==> src/hw/rtl/ecmh_ram.sv <==
// Generic synchronous RAM, one write port and one read port, registered read.
// No dependencies.
`timescale 1ns / 1ps
`default_nettype none

module ecmh_ram #(
  parameter int W = 8,
  parameter int D = 16,
  localparam int AW = $clog2(D)
) (
  input  wire logic          clk,
  input  wire logic          we,
  input  wire logic [AW-1:0] waddr,
  input  wire logic [W-1:0]  wdata,
  input  wire logic          re,
  input  wire logic [AW-1:0] raddr,
  output logic      [W-1:0]  rdata
);

  logic [W-1:0] mem [D];

  always_ff @(posedge clk) begin
    if (we) begin
      mem[waddr] <= wdata;
    end
  end

  always_ff @(posedge clk) begin
    if (re) begin
      rdata <= mem[raddr];
    end
  end

endmodule

`default_nettype wire

==> config.mk <==
export PLATFORM = sky130hd
export DESIGN_NAME = ecmh_ram
export DESIGN_NICKNAME = d
export VERILOG_FILES = /design/src/hw/rtl/ecmh_ram.sv
export SDC_FILE = /design/constraint.sdc
export NUM_CORES = 1
export LEC_CHECK = 0
export ABC_AREA = 1
export BUFFER_PORTS_ARGS = -buffer_cell sky130_fd_sc_hd__buf_2
export CAP_MARGIN = 15
export CELL_PAD_IN_SITES_DETAIL_PLACEMENT = 1
export CELL_PAD_IN_SITES_GLOBAL_PLACEMENT = 1
export CORE_MARGIN = 1
export CORE_UTILIZATION = 52
export DETAILED_ROUTE_END_ITERATION = 7
export PLACE_DENSITY_LB_ADDON = 0.1
export SYNTH_ARGS = -nofsm -noshare
export SYNTH_HDL_FRONTEND = slang
export SYNTH_SLANG_ARGS = --single-unit
==> constraint.sdc <==
create_clock -name clk -period 3.2 [get_ports clk]
set_input_delay 0.48 -clock clk [delete_from_list [all_inputs] [get_ports clk]]
set_output_delay 0.48 -clock clk [all_outputs]
set_load 0.1 [all_outputs]
==> results.yml <==
sta:
  whs_ns: 0.3550
  maxSlewViolCount: 0
  max_freq_mhz: 536.0
  finalSetupViolations: 0
  slew_headroom: 0.2629
  tns_ns: 0
  finalHoldViolCount: 0
  finalCriticalPeriod_ns: 1.866
  tightest_slew_ns: 1.102
  setup_ws_ns: 1.334
  post-route-period-util: 0.5831
  rsz0062_at_grt: "no"
  finClkSkew_ns: 0.004464
worst_setup_path:
  criticalPathCategory: "reg -> out"
  arrival_ns: 1.39
  worstSetupStartpoint: "rdata[0]"
  slowest_stage: "buf_2"
  endpoint: "rdata[0]"
  cp.buffers_inverters: 1
  critPathCaptureType: "primary output"
  r2r_slack_ns: 1.98
  crit_path_max_incr_delay_ns: 0.45
  cp.depth: 1
  crit_family: "buffers and inverters"
  crit_path_cell_trace: "buf_2"
  worstSetupStartpointType: "flip-flop"
  required_ns: 2.72
  crit_path_max_fanout: 1
  reg2reg_depth: 6
  timing.rr.start: "mem[3][7]"
  worstReg2RegEnd: "rdata[7]"
global_route:
  antenna_found_initial: 1
  grt_pass1_wl_um: 22910
  grt_max_degree: 65
  grt.total_usage: 0.2837
  grt.overflow.total: 0
  grt_pass1_vias: 4152
run:
  maxCapViolations: 0
route:
  wl_per_cell_um: 20.37
  wirelength_um: 14890
  final_antenna_net_count: 0
  vias: 3931
  drc_errors: 0
  drt_iter0_drc: 245
  vias_per_cell: 5.378
  dr.pass1.iters: 5
cells_and_area:
  fin_area_um2: 6565
  n_antenna_cell: 0
  drive_above_1_share: 0.1015
  nNetsFinal: 597
  fillers: 1173
  syn2layout_area_growth_pct: 12.28
  layout_commonest_cell: "nand2_1"
  stdcell_count: 731
  layout.cells.most_common_list: "nand2_1, edfxtp_1, inv_1"
  finalCoreUtilization: 0.6030
die:
  die-height_um: 108.0
  die_x_um: 108.0
  start_util: 0.5370
  core_area_um2: 10890
  num_rows: 38
  boundaryPins: 27
  die_area_um2: 11670
clocking:
  clk_pin_slew_worst_paths_ns: 0.06
  postCtsSetupBuffers: 0
  holdBufCountCts: 0
  cts_buffers: 17
  root_buffer: "clkbuf_8"
  clk_latency_ns: 0.52
  cts-htree-levels: 4
  cts_resized: 0
  clock_path_buffers: 2
  cts_tree: "yes"
  clock_sinks: 136
place:
  hpwlAfterDp_um: 9402
  io_buffers: 26
  place_ws_ns: 1.124
  dpl-instance-area_um2: 6031
  gp_congestion: 0.7737
  placed_cells: 699
logic_synthesis:
  syn_inst: 551
  synth_seq_cells: 136
  synth_warnings: 0
  synth-seq-area-share: 0.6985
  syn_nets: 570
  post_synth_num_cell_types: 11
  syn_area_um2: 5847
  syn_avg_cell_area_um2: 10.61
pwr:
  irDropWorstVdd_mv: 0.3604
  intPower_mw: 3.162
  pwr-share-comb: 0.073
  power.leakage_nw: 2.824
  p_seq_frac: 0.492
  p_per_area_nw_per_um2: 626.4
  power_switching_mw: 0.9504
  switching_share: 0.2311
  power.total_mw: 4.112
  clkPwrFrac: 0.435
status:
  status: "completed"
min_path:
  hp-class: "in -> reg"
==> kinds of logic (layout without fill, tap and decap cells) <==
| family | Yosys count | count (layout) | share of synthesized area |
|---|---|---|---|
| flip-flops | 136 | 136 | 0.6985 |
| AND/OR/NAND/NOR | 289 | 289 | 0.2076 |
| buffers and inverters | 126 | 166 | 0.09394 |
==> power groups by stage <==
| stage | clock [mW] | combinational (mW) | sequential (mW) |
|---|---|---|---|
| 2_1_floorplan | 0 | 0.141 | 2.12 |
| 3_3_place_gp | 0 | 0.290 | 2.06 |
| 3_5_place_dp | 0 | 0.300 | 2.06 |
| 4_1_cts | 1.80 | 0.303 | 2.02 |
| 5_1_grt | 1.87 | 0.326 | 2.03 |
| 6_report | 1.79 | 0.299 | 2.02 |
==> registers in the layout, indices dropped and copies added (netlist names) <==
register	flops
rdata	8
mem	128
==> cell type report <==
type | instances | area [um^2] | area share
multi-input cells | 289 | 1214 | 0.1849
inverters | 102 | 382.9 | 0.05832
clock buffers | 20 | 425.4 | 0.06480
well taps | 140 | 175.2 | 0.02668
repair buffers | 32 | 175.2 | 0.02668
clock inverters | 12 | 108.9 | 0.01658
flip-flops and latches | 136 | 4084 | 0.6221
==> how the worst min path moves through the flow <==
stage	startpoint	end	slack, ns	cells past startpoint
6_report	re	rdata[5]	0.36	1
3_3_place_gp	mem[10][3]	rdata[3]	0.72	6
3_5_place_dp	mem[10][0]	rdata[0]	0.73	6
5_1_grt	re	rdata[1]	0.34	1
4_1_cts	re	rdata[1]	0.34	1
2_1_floorplan	wdata[0]	mem[0][0]	0.58	0
==> synthesized netlist by cell type <==
library cell / n / area (um^2)
nand2_1: 173 / 649.4
edfxtp_1: 136 / 4084
inv_1: 100 / 375.4
nand3_1: 97 / 485.5
nor2_1: 17 / 63.81
buf_2: 13 / 65.06
buf_6: 6 / 67.56
buf_4: 4 / 30.03
inv_2: 2 / 7.510
nand3b_1: 2 / 15.01
buf_1: 1 / 3.750
==> layer usage <==
| metal | vias up | GRT usage | routed length, um |
|---|---|---|---|
| li1 | 1837 | - | - |
| met1 | 1951 | 0.3560 | 6257 |
| met4 | 2 | 0.1174 | 373 |
| met5 | - | 0 | 13 |
| met2 | 112 | 0.4691 | 7428 |
| met3 | 29 | 0.07233 | 815 |
Power figures use the tool's default switching activity.
