<file path="config.mk">
export PLATFORM = sky130hd
export DESIGN_NAME = ecmh_ctrl
export DESIGN_NICKNAME = d
export VERILOG_FILES = /design/src/hw/rtl/ecmh_pkg.sv /design/src/hw/rtl/ecmh_ctrl.sv
export SDC_FILE = /design/constraint.sdc
export NUM_CORES = 1
export LEC_CHECK = 0
export ABC_CLOCK_PERIOD_IN_PS = 6200
export BUFFER_PORTS_ARGS = -buffer_cell sky130_fd_sc_hd__buf_4
export CAP_MARGIN = 40
export CORE_MARGIN = 3
export CORE_UTILIZATION = 40
export DETAILED_ROUTE_END_ITERATION = 8
export GPL_TIMING_DRIVEN = 0
export SLEW_MARGIN = 20
export SYNTH_ARGS = -nofsm -noshare
export SYNTH_HDL_FRONTEND = slang
export SYNTH_SLANG_ARGS = --single-unit
</file>
<file path="constraint.sdc">
create_clock -name clk -period 6.2 [get_ports clk]
set_clock_uncertainty 0.2 [all_clocks]
set_input_delay 0.62 -clock clk [delete_from_list [all_inputs] [get_ports clk]]
set_output_delay 0.62 -clock clk [all_outputs]
set_load 0.02 [all_outputs]
</file>
<file path="src/hw/rtl/ecmh_pkg.sv">
// Package for the erase-count min-heap: field types, heap entry, op and
// status codes, controller states and the memory request/response bundles.
// No dependencies.
`timescale 1ns / 1ps
`default_nettype none

package ecmh_pkg;

  localparam int SEG_W   = 10;
  localparam int KEY_W   = 24;
  localparam int POS_W   = 10;
  localparam int CNT_W   = 11;
  localparam int IDX_W   = 3;
  localparam int CHILD_W = POS_W + 2;
  localparam int CAP     = 1024;
  localparam int SEGS    = 1 << SEG_W;

  typedef logic [SEG_W-1:0]   seg_t;
  typedef logic [KEY_W-1:0]   key_t;
  typedef logic [POS_W-1:0]   pos_t;
  typedef logic [CNT_W-1:0]   cnt_t;
  typedef logic [IDX_W-1:0]   idx_t;
  typedef logic [CHILD_W-1:0] child_t;

  localparam key_t KEY_MAX  = '1;
  localparam cnt_t CNT_FULL = cnt_t'(CAP);

  typedef struct packed {
    seg_t seg;
    key_t key;
  } ent_t;

  localparam int ENT_W = $bits(ent_t);

  typedef enum logic [2:0] {
    OP_INSERT   = 3'd0,
    OP_DEL_MIN  = 3'd1,
    OP_DEL_AT   = 3'd2,
    OP_ADD_ONE  = 3'd3,
    OP_POOL_MIN = 3'd4,
    OP_SET_POOL = 3'd5,
    OP_LOCATE   = 3'd6
  } op_t;

  typedef enum logic [1:0] {
    ST_OK    = 2'd0,
    ST_FULL  = 2'd1,
    ST_EMPTY = 2'd2,
    ST_BAD   = 2'd3
  } status_t;

  typedef enum logic [3:0] {
    S_IDLE,
    S_TGT,
    S_UP,
    S_LAST_RD,
    S_LAST,
    S_AO,
    S_DOWN,
    S_PM_RD,
    S_PM_SEG,
    S_PM_EV,
    S_LOC_MAP,
    S_LOC_HEAP,
    S_DONE
  } state_t;

  typedef struct packed {
    logic heap_re;
    pos_t heap_ra;
    logic heap_re1;
    pos_t heap_ra1;
    logic heap_we;
    pos_t heap_wa;
    ent_t heap_wd;
    logic map_re;
    seg_t map_ra;
    logic map_we;
    seg_t map_wa;
    pos_t map_wd;
    logic pool_re;
    seg_t pool_ra;
    logic pool_we;
    seg_t pool_wa;
    logic pool_wd;
  } mem_req_t;

  typedef struct packed {
    ent_t heap_rd;
    ent_t heap_rd1;
    pos_t map_rd;
    logic pool_rd;
  } mem_rsp_t;

  function automatic pos_t parent_of(input pos_t c);
    return pos_t'((c - 1'b1) >> 1);
  endfunction

endpackage

`default_nettype wire

</file>
<file path="src/hw/rtl/ecmh_ctrl.sv">
// Heap controller: operation sequencer, sift up/down with a hole, pool and
// locate queries, result register. Depends on ecmh_pkg.
`timescale 1ns / 1ps
`default_nettype none

module ecmh_ctrl import ecmh_pkg::*; (
  input  wire logic       clk,
  input  wire logic       rst_n,
  input  wire logic       clr_busy,
  input  wire logic       in_valid,
  output logic            in_stall,
  input  wire logic [2:0] in_operation,
  input  wire seg_t       in_segment_id,
  input  wire key_t       in_erase_count,
  input  wire logic       in_pool_value,
  input  wire pos_t       in_position,
  output logic            out_valid,
  input  wire logic       out_stall,
  output logic [1:0]      out_status,
  output seg_t            out_result_segment,
  output key_t            out_result_count,
  output pos_t            out_result_position,
  output cnt_t            out_entry_total,
  output mem_req_t        req,
  input  wire mem_rsp_t   rsp
);

  state_t  state_r, state_nxt;
  cnt_t    cnt_r, cnt_nxt;
  op_t     op_r, op_nxt;
  seg_t    seg_r, seg_nxt;
  ent_t    mv_r, mv_nxt;
  pos_t    c_r, c_nxt;
  logic    swapped_r, swapped_nxt;
  seg_t    last_r, last_nxt;
  logic    force_r, force_nxt;
  logic    found_r, found_nxt;
  idx_t    idx_r, idx_nxt;
  status_t res_st_r, res_st_nxt;
  seg_t    res_seg_r, res_seg_nxt;
  key_t    res_key_r, res_key_nxt;
  pos_t    res_pos_r, res_pos_nxt;
  logic    out_valid_r, out_valid_nxt;
  status_t out_st_r, out_st_nxt;
  seg_t    out_seg_r, out_seg_nxt;
  key_t    out_key_r, out_key_nxt;
  pos_t    out_pos_r, out_pos_nxt;
  cnt_t    out_cnt_r, out_cnt_nxt;

  logic   in_acc, empty, full, pos_bad, out_free;
  logic   up_cont, sel_l, sel_r, down_cont, pm_stop, loc_bad;
  ent_t   rd0, rd1;
  key_t   key_m;
  child_t l_c, r_c, m_c;
  pos_t   m_p;

  assign rd0      = rsp.heap_rd;
  assign rd1      = rsp.heap_rd1;
  assign in_stall = (state_r != S_IDLE) || clr_busy;
  assign in_acc   = in_valid && !in_stall;
  assign empty    = (cnt_r == '0);
  assign full     = (cnt_r == CNT_FULL);
  assign pos_bad  = (cnt_t'(in_position) >= cnt_r);
  assign out_free = !out_valid_r || !out_stall;

  assign up_cont   = (c_r != '0) && ((op_r != OP_INSERT) || (rd0.key > mv_r.key));
  assign l_c       = {1'b0, c_r, 1'b1};
  assign r_c       = l_c + 1'b1;
  assign sel_l     = (l_c < child_t'(cnt_r)) && (rd0.key < mv_r.key);
  assign key_m     = sel_l ? rd0.key : mv_r.key;
  assign sel_r     = (r_c < child_t'(cnt_r)) && (rd1.key < key_m);
  assign down_cont = sel_l || sel_r;
  assign m_c       = sel_r ? r_c : l_c;
  assign m_p       = m_c[POS_W-1:0];
  assign pm_stop   = (cnt_t'(idx_r) >= cnt_r) || (idx_r == idx_t'(7)) ||
                     (((idx_r == idx_t'(1)) || (idx_r == idx_t'(3))) && found_r);
  assign loc_bad   = (cnt_t'(rsp.map_rd) >= cnt_r);

  always_comb begin
    state_nxt = state_r;
    case (state_r)
      S_IDLE: begin
        if (in_acc) begin
          case (op_t'(in_operation))
            OP_INSERT:   state_nxt = full ? S_DONE : S_UP;
            OP_DEL_MIN:  state_nxt = empty ? S_DONE : S_TGT;
            OP_DEL_AT:   state_nxt = (empty || pos_bad) ? S_DONE : S_TGT;
            OP_ADD_ONE:  state_nxt = (empty || pos_bad) ? S_DONE : S_AO;
            OP_POOL_MIN: state_nxt = empty ? S_DONE : S_PM_RD;
            OP_LOCATE:   state_nxt = S_LOC_MAP;
            default:     state_nxt = S_DONE;
          endcase
        end
      end
      S_TGT:      state_nxt = S_UP;
      S_UP:       state_nxt = up_cont ? S_UP : ((op_r == OP_INSERT) ? S_DONE : S_LAST_RD);
      S_LAST_RD:  state_nxt = S_LAST;
      S_LAST:     state_nxt = S_DOWN;
      S_AO:       state_nxt = S_DOWN;
      S_DOWN:     state_nxt = down_cont ? S_DOWN : S_DONE;
      S_PM_RD:    state_nxt = pm_stop ? S_DONE : S_PM_SEG;
      S_PM_SEG:   state_nxt = S_PM_EV;
      S_PM_EV:    state_nxt = S_PM_RD;
      S_LOC_MAP:  state_nxt = loc_bad ? S_DONE : S_LOC_HEAP;
      S_LOC_HEAP: state_nxt = S_DONE;
      S_DONE:     state_nxt = out_free ? S_IDLE : S_DONE;
      default:    state_nxt = S_IDLE;
    endcase
  end

  always_comb begin
    pos_t tgt;
    tgt           = '0;
    req           = '0;
    cnt_nxt       = cnt_r;
    op_nxt        = op_r;
    seg_nxt       = seg_r;
    mv_nxt        = mv_r;
    c_nxt         = c_r;
    swapped_nxt   = swapped_r;
    last_nxt      = last_r;
    force_nxt     = force_r;
    found_nxt     = found_r;
    idx_nxt       = idx_r;
    res_st_nxt    = res_st_r;
    res_seg_nxt   = res_seg_r;
    res_key_nxt   = res_key_r;
    res_pos_nxt   = res_pos_r;
    out_valid_nxt = out_valid_r && out_stall;
    out_st_nxt    = out_st_r;
    out_seg_nxt   = out_seg_r;
    out_key_nxt   = out_key_r;
    out_pos_nxt   = out_pos_r;
    out_cnt_nxt   = out_cnt_r;
    case (state_r)
      S_IDLE: begin
        if (in_acc) begin
          op_nxt      = op_t'(in_operation);
          seg_nxt     = in_segment_id;
          swapped_nxt = 1'b0;
          force_nxt   = 1'b0;
          found_nxt   = 1'b0;
          idx_nxt     = '0;
          res_st_nxt  = ST_OK;
          res_seg_nxt = '0;
          res_key_nxt = '0;
          res_pos_nxt = '0;
          case (op_t'(in_operation))
            OP_INSERT: begin
              if (full) begin
                res_st_nxt = ST_FULL;
              end else begin
                cnt_nxt     = cnt_r + 1'b1;
                mv_nxt      = '{seg: in_segment_id, key: in_erase_count};
                c_nxt       = pos_t'(cnt_r);
                req.heap_re = 1'b1;
                req.heap_ra = parent_of(pos_t'(cnt_r));
              end
            end
            OP_DEL_MIN, OP_DEL_AT: begin
              tgt = (op_t'(in_operation) == OP_DEL_AT) ? in_position : '0;
              if (empty) begin
                res_st_nxt = ST_EMPTY;
              end else if ((op_t'(in_operation) == OP_DEL_AT) && pos_bad) begin
                res_st_nxt = ST_BAD;
              end else begin
                c_nxt       = tgt;
                res_pos_nxt = tgt;
                req.heap_re = 1'b1;
                req.heap_ra = tgt;
              end
            end
            OP_ADD_ONE: begin
              if (empty) begin
                res_st_nxt = ST_EMPTY;
              end else if (pos_bad) begin
                res_st_nxt = ST_BAD;
              end else begin
                c_nxt       = in_position;
                req.heap_re = 1'b1;
                req.heap_ra = in_position;
              end
            end
            OP_POOL_MIN: begin
              if (empty) begin
                res_st_nxt = ST_EMPTY;
              end
            end
            OP_SET_POOL: begin
              req.pool_we = 1'b1;
              req.pool_wa = in_segment_id;
              req.pool_wd = in_pool_value;
              res_seg_nxt = in_segment_id;
            end
            OP_LOCATE: begin
              req.map_re  = 1'b1;
              req.map_ra  = in_segment_id;
              res_seg_nxt = in_segment_id;
            end
            default: begin
              res_st_nxt = ST_BAD;
            end
          endcase
        end
      end
      S_TGT: begin
        mv_nxt      = rd0;
        res_seg_nxt = rd0.seg;
        res_key_nxt = rd0.key;
        req.heap_re = 1'b1;
        req.heap_ra = parent_of(c_r);
      end
      S_UP: begin
        if (up_cont) begin
          req.heap_we = 1'b1;
          req.heap_wa = c_r;
          req.heap_wd = rd0;
          req.map_we  = 1'b1;
          req.map_wa  = rd0.seg;
          req.map_wd  = c_r;
          last_nxt    = rd0.seg;
          swapped_nxt = 1'b1;
          c_nxt       = parent_of(c_r);
          req.heap_re = 1'b1;
          req.heap_ra = parent_of(parent_of(c_r));
        end else if (op_r == OP_INSERT) begin
          req.heap_we = 1'b1;
          req.heap_wa = c_r;
          req.heap_wd = mv_r;
          req.map_we  = !(swapped_r && (last_r == mv_r.seg));
          req.map_wa  = mv_r.seg;
          req.map_wd  = c_r;
          res_seg_nxt = mv_r.seg;
          res_key_nxt = mv_r.key;
          res_pos_nxt = c_r;
        end else begin
          req.map_we  = swapped_r && (last_r != mv_r.seg);
          req.map_wa  = mv_r.seg;
          req.map_wd  = c_r;
        end
      end
      S_LAST_RD: begin
        req.heap_re = 1'b1;
        req.heap_ra = pos_t'(cnt_r - 1'b1);
      end
      S_LAST: begin
        mv_nxt       = rd0;
        cnt_nxt      = cnt_r - 1'b1;
        c_nxt        = '0;
        force_nxt    = 1'b1;
        swapped_nxt  = 1'b0;
        req.heap_re  = 1'b1;
        req.heap_ra  = pos_t'(1);
        req.heap_re1 = 1'b1;
        req.heap_ra1 = pos_t'(2);
      end
      S_AO: begin
        mv_nxt.seg   = rd0.seg;
        mv_nxt.key   = (rd0.key == KEY_MAX) ? rd0.key : rd0.key + 1'b1;
        swapped_nxt  = 1'b0;
        force_nxt    = 1'b0;
        req.heap_re  = 1'b1;
        req.heap_ra  = l_c[POS_W-1:0];
        req.heap_re1 = 1'b1;
        req.heap_ra1 = r_c[POS_W-1:0];
      end
      S_DOWN: begin
        if (down_cont) begin
          req.heap_we  = 1'b1;
          req.heap_wa  = c_r;
          req.heap_wd  = sel_r ? rd1 : rd0;
          req.map_we   = 1'b1;
          req.map_wa   = sel_r ? rd1.seg : rd0.seg;
          req.map_wd   = c_r;
          swapped_nxt  = 1'b1;
          c_nxt        = m_p;
          req.heap_re  = 1'b1;
          req.heap_ra  = pos_t'({m_p, 1'b1});
          req.heap_re1 = 1'b1;
          req.heap_ra1 = pos_t'({m_p, 1'b1} + 1'b1);
        end else begin
          req.heap_we = 1'b1;
          req.heap_wa = c_r;
          req.heap_wd = mv_r;
          req.map_we  = force_r || swapped_r;
          req.map_wa  = mv_r.seg;
          req.map_wd  = c_r;
          if (op_r == OP_ADD_ONE) begin
            res_seg_nxt = mv_r.seg;
            res_key_nxt = mv_r.key;
            res_pos_nxt = c_r;
          end
        end
      end
      S_PM_RD: begin
        if (pm_stop) begin
          res_st_nxt = found_r ? ST_OK : ST_BAD;
        end else begin
          req.heap_re = 1'b1;
          req.heap_ra = pos_t'(idx_r);
        end
      end
      S_PM_SEG: begin
        mv_nxt      = rd0;
        req.pool_re = 1'b1;
        req.pool_ra = rd0.seg;
      end
      S_PM_EV: begin
        if (rsp.pool_rd && (!found_r || (mv_r.key < res_key_r))) begin
          found_nxt   = 1'b1;
          res_seg_nxt = mv_r.seg;
          res_key_nxt = mv_r.key;
          res_pos_nxt = pos_t'(idx_r);
        end
        idx_nxt = idx_r + 1'b1;
      end
      S_LOC_MAP: begin
        c_nxt = rsp.map_rd;
        if (loc_bad) begin
          res_st_nxt = ST_BAD;
        end else begin
          req.heap_re = 1'b1;
          req.heap_ra = rsp.map_rd;
        end
      end
      S_LOC_HEAP: begin
        if (rd0.seg == seg_r) begin
          res_key_nxt = rd0.key;
          res_pos_nxt = c_r;
        end else begin
          res_st_nxt = ST_BAD;
        end
      end
      S_DONE: begin
        if (out_free) begin
          out_valid_nxt = 1'b1;
          out_st_nxt    = res_st_r;
          out_seg_nxt   = res_seg_r;
          out_key_nxt   = res_key_r;
          out_pos_nxt   = res_pos_r;
          out_cnt_nxt   = cnt_r;
        end
      end
      default: begin
        req = '0;
      end
    endcase
  end

  always_ff @(posedge clk) begin
    if (!rst_n) begin
      state_r     <= S_IDLE;
      cnt_r       <= '0;
      out_valid_r <= 1'b0;
    end else begin
      state_r     <= state_nxt;
      cnt_r       <= cnt_nxt;
      out_valid_r <= out_valid_nxt;
    end
  end

  always_ff @(posedge clk) begin
    op_r      <= op_nxt;
    seg_r     <= seg_nxt;
    mv_r      <= mv_nxt;
    c_r       <= c_nxt;
    swapped_r <= swapped_nxt;
    last_r    <= last_nxt;
    force_r   <= force_nxt;
    found_r   <= found_nxt;
    idx_r     <= idx_nxt;
    res_st_r  <= res_st_nxt;
    res_seg_r <= res_seg_nxt;
    res_key_r <= res_key_nxt;
    res_pos_r <= res_pos_nxt;
    out_st_r  <= out_st_nxt;
    out_seg_r <= out_seg_nxt;
    out_key_r <= out_key_nxt;
    out_pos_r <= out_pos_nxt;
    out_cnt_r <= out_cnt_nxt;
  end

  assign out_valid           = out_valid_r;
  assign out_status          = out_st_r;
  assign out_result_segment  = out_seg_r;
  assign out_result_count    = out_key_r;
  assign out_result_position = out_pos_r;
  assign out_entry_total     = out_cnt_r;

  a_cnt_cap: assert property (@(posedge clk) disable iff (!rst_n)
    cnt_r <= CNT_FULL)
    else $error("entry count above capacity");

  a_cnt_step: assert property (@(posedge clk) disable iff (!rst_n)
    $past(rst_n) |-> (cnt_r == $past(cnt_r)) || (cnt_r == $past(cnt_r) + 1'b1) ||
                     (cnt_r == $past(cnt_r) - 1'b1))
    else $error("entry count jumped");

  a_out_load: assert property (@(posedge clk) disable iff (!rst_n)
    $rose(out_valid_r) |-> $past(state_r) == S_DONE)
    else $error("result loaded outside completion");

  a_idle_nowr: assert property (@(posedge clk) disable iff (!rst_n)
    state_r == S_IDLE |-> !req.heap_we)
    else $error("heap written while idle");

endmodule

`default_nettype wire

</file>
==> results of run 1 <==
==> kinds of logic after synthesis <==
kind of cell	share of synthesized area
AOI/OAI and AO/OA	0.218
xor gates and xnor gates	0.0430
adders and majority gates	0.103
buffers and inverters	0.0524
DFF	0.377
muxes	0.0382
other	0.000252
and+or+nand+nor	0.169
==> cell type report <==
type                            count  area share
Multi-Input combinational cell   1234       0.459
Sequential cell                   192       0.264
Timing Repair Buffer              430       0.180
Tap cell                          468      0.0276
Buffer                             99      0.0257
Clock buffer                       17      0.0200
Inverter                           99      0.0181
Clock inverter                     15     0.00571
Antenna cell                        1    0.000118
==> timing repair <==
| action | in CTS | in global routing |
|---|---|---|
| setup buffers | 57 | 38 |
| gates cloned | 3 | 1 |
| endpoints found under the setup margin | 127 | 118 |
| pin swaps | 59 | 52 |
| hold endpoints to repair | 0 | 0 |
| gates resized for setup | 304 | 123 |
==> synth_stat cells (3+ instances only) <==
master,count,area [um2]
edfxtp_1,176,5290
clkbuf_1,86,323
a222oi_1,17,170
o21a_1,7,52.6
o22ai_1,29,181
clkinv_1,3,11.3
nand2b_1,10,62.6
a22oi_1,39,293
or3_1,9,56.3
a21o_1,36,270
dfxtp_1,16,320
a221oi_1,11,96.3
mux2i_1,44,440
a31oi_1,13,81.3
and3_1,32,200
nand4_1,28,175
a21oi_1,67,335
o2111ai_1,3,26.3
inv_1,94,353
and2_1,54,338
nor3_1,42,210
o21ai_0,141,706
o221ai_1,13,114
nor4_1,20,125
buf_2,7,35.0
a221o_1,19,190
a211oi_1,8,60.1
a32oi_1,3,26.3
nor2_1,87,327
mux2_2,10,113
or4_1,7,52.6
nand3_1,34,170
o32ai_1,3,26.3
nand2_1,156,586
a211o_1,3,26.3
nor3b_1,4,30.0
buf_1,8,30.0
nor2b_1,10,62.6
xnor2_1,46,403
xor2_1,27,236
a22o_1,33,289
o31ai_1,8,60.1
ha_1,122,1530
==> registers in the layout, indices dropped and copies added, names as in the netlist <==
name                 count
res_key_r               24
c_r                     10
out_status               2
force_r                  1
swapped_r                1
mv_r                    34
out_result_count        24
out_entry_total         11
state_r                  4
out_result_position     10
cnt_r                   11
idx_r                    3
res_st_r                 2
out_result_segment      10
seg_r                   10
out_valid                1
res_pos_r               10
last_r                  10
found_r                  1
res_seg_r               10
op_r                     3
==> path summary, 6_finish.rpt <==
| path | endpoint | from | slack, ps | depth (start not counted) |
|---|---|---|---|---|
| min reg2reg | out_result_position[2]$_DFFE_PP_ | res_pos_r[2]$_DFFE_PP_ | 220 | 0 |
| max | req[108] | mv_r[17]$_DFFE_PP_ | -630 | 27 |
| min | op_r[1]$_DFFE_PP_ | in_operation[1] | 140 | 1 |
| max reg2reg | res_seg_r[1]$_DFFE_PP_ | mv_r[17]$_DFFE_PP_ | 70 | 26 |
==> routing by layer <==
| metal | wire, um | share of wire | up-vias | global-route usage |
|---|---|---|---|---|
| li1 | - | - | 7044 | - |
| met1 | 27500 | 0.41 | 7791 | 0.441 |
| met2 | 29800 | 0.44 | 1002 | 0.493 |
| met3 | 7010 | 0.10 | 168 | 0.0808 |
| met4 | 3110 | 0.046 | 0 | 0.161 |
| met5 | 0 | 0 | - | 0 |
==> metrics by stage <==
step / util / hold slack (ps) / setup slack [ps] / setup TNS (ps) / power (W)
global route: 0.580 / 130 / -791 / -42090 / 0.0118
detailed placement: 0.495 / 207 / -1620 / -127820 / 0.00787
CTS: 0.553 / 120 / -599 / -26620 / 0.0103
global placement: 0.488 / 201 / -1680 / -236960 / 0.00768
finish: 0.580 / 139 / -625 / -30640 / 0.0113
floorplan: - / 200 / 1.59 / 0 / 0.00575
==> power by group through the flow <==
stage / Combinational (W) / Sequential [W] / Clock (W)
2_1_floorplan: 0.00338 / 0.00237 / 0
3_3_place_gp: 0.00517 / 0.00251 / 0
3_5_place_dp: 0.00541 / 0.00246 / 0
4_1_cts: 0.00680 / 0.00240 / 0.00111
5_1_grt: 0.00820 / 0.00246 / 0.00115
6_report: 0.00777 / 0.00242 / 0.00110
==> worst max-delay path, stage by stage, from the launching register on <==
cell	delay, ps
edfxtp_1	470
inv_2	110
ha_4	210
and3_4	150
and3_4	170
a221o_1	360
or4_4	570
nor2_4	210
buf_12	160
buf_12	140
mux2i_4	260
ha_4	230
o21ai_2	120
nand2b_1	80
a21oi_2	230
o311ai_4	140
a21oi_4	220
nand3_4	120
nor2_4	150
clkinv_2	70
buf_6	130
buf_8	120
clkbuf_16	130
ha_4	250
nor4b_4	320
xnor2_2	110
o21ai_2	150
buf_6	130
==> results.json, run 1 <==
{
  "core_area_mm2": 0.0366,
  "dieArea_mm2": 0.0396,
  "violations": "setup timing",
  "powerDensity_mw_per_mm2": 532,
  "multi_input_comb_area_mm2": 0.00975,
  "start_util": 0.407,
  "synth_seq_area_share": 0.377,
  "crit_arrival_ps": 6010,
  "cts_sinks": 192,
  "mostFrequentLayoutCells": "329 x buf_4, 176 x edfxtp_1, 134 x nand2_1",
  "dr.pass1.iters": 7,
  "worstMarginPinSlew_ps": 1090,
  "grt_pass1_wl_mm": 96.2,
  "finalHoldViolCount": 0,
  "ctsHoldBuffers": 0,
  "numCtsBuffers": 17,
  "syn2layout_area_growth_pct": 42.7,
  "intPower_w": 0.00588,
  "leakagePower_nw": 8.75,
  "ctsHtreeMaxLevel": 4,
  "cp-start-kind": "flop",
  "cts-root-buf": "clkbuf_16",
  "overflow": 0,
  "design_area_mm2": 0.0212,
  "worstSetupPathType": "flop to output port",
  "ff_latch_area_mm2": 0.00561,
  "hold_path_class": "input pin to flop",
  "period_share": 1.10,
  "vias": 16000,
  "synth.distinct_cells": 76,
  "ant_nets": 0,
  "synth_edf_count": 176,
  "grt_pass1_vias": 15400,
  "clk_pin_slew_ps": 90,
  "yosys_warnings": 0,
  "cts_tree": "done",
  "placed_area_mm2": 0.0181,
  "std_cell_rows": 70,
  "dp_hpwl_mm": 50.0,
  "synth_ff_type": "edfxtp_1",
  "finalSetupViolations": 66,
  "grt_max_degree": 22,
  "final_cells": 2555,
  "nets": 2327,
  "wl_per_cell_um": 26.4,
  "fill_cells": 3213,
  "insertion_delay_ps": 470,
  "rsz0062_at_grt": "true",
  "setup_ws_ps": -625,
  "port_buffers": 311,
  "drc_errors": 0,
  "layout_commonest_cell": "buf_4",
  "maxCapViolCount": 0,
  "end_kind": "output port",
  "peakVddDrop_mv": 0.290,
  "p_sw_w": 0.00541,
  "layout_min_cycle_time_ps": 6830,
  "status": "finished, violations left",
  "wl_mm": 67.5,
  "switching_share": 0.479,
  "path_max_fanout": 7,
  "synth_area_mm2": 0.0149,
  "fp.dieH_um": 199,
  "ys_ff_latch": 192,
  "synth_nets": 1882,
  "clockBufferDepth": 2,
  "slew_headroom": 0.275,
  "syn-instance-count": 1628,
  "fmax_mhz": 147,
  "antenna_found_initial": 1,
  "p_seq_frac": 0.214,
  "async_reset_ff_frac": 0,
  "placedCellCount": 2423,
  "slew_viol_final": 0,
  "required_ps": 5380,
  "place.gp.congestion": 0.977,
  "avgViaCountPerCell": 6.26,
  "io_pins": 313,
  "p_clk_frac": 0.097,
  "drtIter0Drc": 1778,
  "floorplan.die.width_um": 199,
  "p_comb_frac": 0.688,
  "avgSynthCellArea_um2": 9.14,
  "drive_gt1_frac": 0.326,
  "grt_usage": 0.328
}
Power figures use the tool's default switching activity.
==> run 2: changes to the inputs <==
--- a/config.mk
+++ b/config.mk
@@ -12,6 +12,7 @@
 export CORE_UTILIZATION = 40
 export DETAILED_ROUTE_END_ITERATION = 8
 export GPL_TIMING_DRIVEN = 0
+export SETUP_SLACK_MARGIN = 0.15
 export SLEW_MARGIN = 20
 export SYNTH_ARGS = -nofsm -noshare
 export SYNTH_HDL_FRONTEND = slang
==> run 2 against run 1 <==
Against the previous run:
- the flow still finishes with violations (setup timing)
- worst hold slack worse by 13 ps
- setup slack got worse by 170 ps
- routed wire length rose by 2.0%
- total power is 1.6% higher
- sequential share of layout area down 0.12 points
- first-iteration DRC count is 5.8% higher
- fmax is 2.4% lower
- combinational power increased by 1%
- final area increased by 0.42%
- core utilization grew 0.25 points
- flip-flop and latch count unchanged
- clock power grew 8%
- critical endpoint is now req[102]
==> results.json, run 2 (synthesized netlist as in run 1, its figures left out) <==
{
  "clockBufferDepth": 2,
  "largest-register": "mv_r",
  "slew_viol_final": 0,
  "setup-tns-final_ps": -51980,
  "drtIter0Drc": 1882,
  "cts_tree": "done",
  "crit_slowest_cell": "or4_4",
  "ff_latch_area_mm2": 0.00561,
  "avgViaCountPerCell": 6.25,
  "insertion_delay_ps": 480,
  "cts-root-buf": "clkbuf_16",
  "nets": 2313,
  "layout_min_cycle_time_ps": 6990,
  "ant_nets": 0,
  "fmax_mhz": 143,
  "required_ps": 5380,
  "peakVddDrop_mv": 0.275,
  "drc_errors": 0,
  "end_kind": "output port",
  "fill_cells": 3214,
  "path_max_fanout": 6,
  "cpMostUsedCell": "buf_12",
  "port_buffers": 311,
  "slew_headroom": 0.360,
  "grt_max_degree": 23,
  "numCtsBuffers": 17,
  "drive_gt1_frac": 0.327,
  "largest_register_ff_count": 34,
  "period_share": 1.13,
  "finalHoldViolCount": 0,
  "overflow": 0,
  "worstSetupPathType": "flop to output port",
  "layout_commonest_cell": "buf_4",
  "crit_arrival_ps": 6170,
  "setup_ws_ps": -795,
  "antennaDiodeCount": 0,
  "rsz0062_at_grt": "true",
  "ctsHtreeMaxLevel": 4,
  "finalSetupViolations": 109,
  "max_stage_delay_ps": 590,
  "cp-start-kind": "flop",
  "wl_per_cell_um": 27.1,
  "floorplan.die.width_um": 199,
  "hold_path_class": "input pin to flop",
  "fp.dieH_um": 199,
  "core_area_mm2": 0.0366,
  "maxCapViolCount": 0,
  "mostFrequentLayoutCells": "320 x buf_4, 176 x edfxtp_1, 124 x nand2_1",
  "vias": 15900,
  "dr.pass1.iters": 6,
  "grt_usage": 0.333,
  "start_util": 0.407,
  "leakagePower_nw": 8.74,
  "worstMarginPinSlew_ps": 960,
  "std_cell_rows": 70,
  "status": "finished, violations left",
  "place.gp.congestion": 0.990,
  "ctsHoldBuffers": 0,
  "syn2layout_area_growth_pct": 43.3,
  "grt_pass1_vias": 15200,
  "antenna_found_initial": 1,
  "powerDensity_mw_per_mm2": 538,
  "io_pins": 313,
  "p_total_w": 0.0115,
  "grt_pass1_wl_mm": 97.5,
  "cts_sinks": 192,
  "violations": "setup timing",
  "dp_hpwl_mm": 51.4,
  "dieArea_mm2": 0.0396,
  "clk_pin_slew_ps": 90,
  "crit_family": "simple AND/OR/NAND/NOR gates",
  "wl_mm": 68.8,
  "path_buf_inv": 9,
  "multi_input_comb_area_mm2": 0.00990
}
run 2: cell types whose count changed in the layout (fill, tap and decap cells not counted), moves of 4 or more:
cell	change
ha_1	-5
ha_4	+4
buf_6	-8
o21ai_1	+5
o22ai_2	-4
nand2_4	+14
nand2_1	-10
buf_4	-9
run 2: worst paths after layout:
check                               from                               to  slack (ps)  cells after the start
setup / recovery      mv_r[17]$_DFFE_PP_                         req[102]        -790                     28
hold / removal           in_operation[2]                op_r[2]$_DFFE_PP_         130                      1
setup reg to reg      mv_r[17]$_DFFE_PP_           res_seg_r[2]$_DFFE_PP_        -230                     27
hold reg to reg   res_seg_r[0]$_DFFE_PP_  out_result_segment[0]$_DFFE_PP_         220                      0
run 2: report_power, final:
group          switching [W]  total [W]  internal [W]
registers           0.000319    0.00242       0.00210
clock network       0.000606    0.00119      0.000584
logic                0.00462    0.00786       0.00323
total                0.00555     0.0115       0.00592
run 2: layout make-up:
type	count	area share
Buffer	103	0.0276
Clock buffer	17	0.0199
Timing Repair Buffer	412	0.171
Clock inverter	15	0.00868
Tap cell	468	0.0275
Sequential cell	192	0.263
Inverter	99	0.0179
Multi-Input combinational cell	1234	0.464
run 2: worst reg2reg max path: stages (launching register included):
cell	delay, ps
edfxtp_1	490
inv_2	110
ha_4	200
and3_4	150
and3_4	170
a221o_1	360
or4_4	590
nor2_4	240
buf_4	230
buf_8	190
mux2i_2	340
ha_1	210
a21o_1	120
a21o_1	140
a21oi_1	80
or4_4	450
nand3_4	130
nor2_4	60
buf_4	130
buf_6	110
buf_12	140
o21ai_4	240
buf_8	190
buf_6	130
o211ai_1	160
buf_4	210
nor3_2	190
buf_6	180
run 2: stage by stage:
stage	util	cells	instance area (um2)	hold slack (ps)	setup slack, ps
CTS	0.560	2516	20500	114	-665
global route	0.583	2540	21300	118	-875
detailed placement	0.495	2423	18100	206	-1670
finish	0.583	2540	21300	127	-795
global placement	0.488	2407	17900	204	-1880
floorplan	-	1628	15000	200	151
run 2: repair_timing:
item / in CTS / in global routing
gates cloned: 3 / 0
buffers inserted: 58 / 17
pin swaps: 60 / 44
setup endpoints to repair: 131 / 122
resized for setup: 333 / 119
run 2: routing by layer:
layer	vias to the layer above	track usage	routed length, um
met5	-	0	0
met4	0	0.137	2500
met3	141	0.0689	6380
met2	917	0.501	30700
met1	7792	0.468	29200
li1	7013	-	-
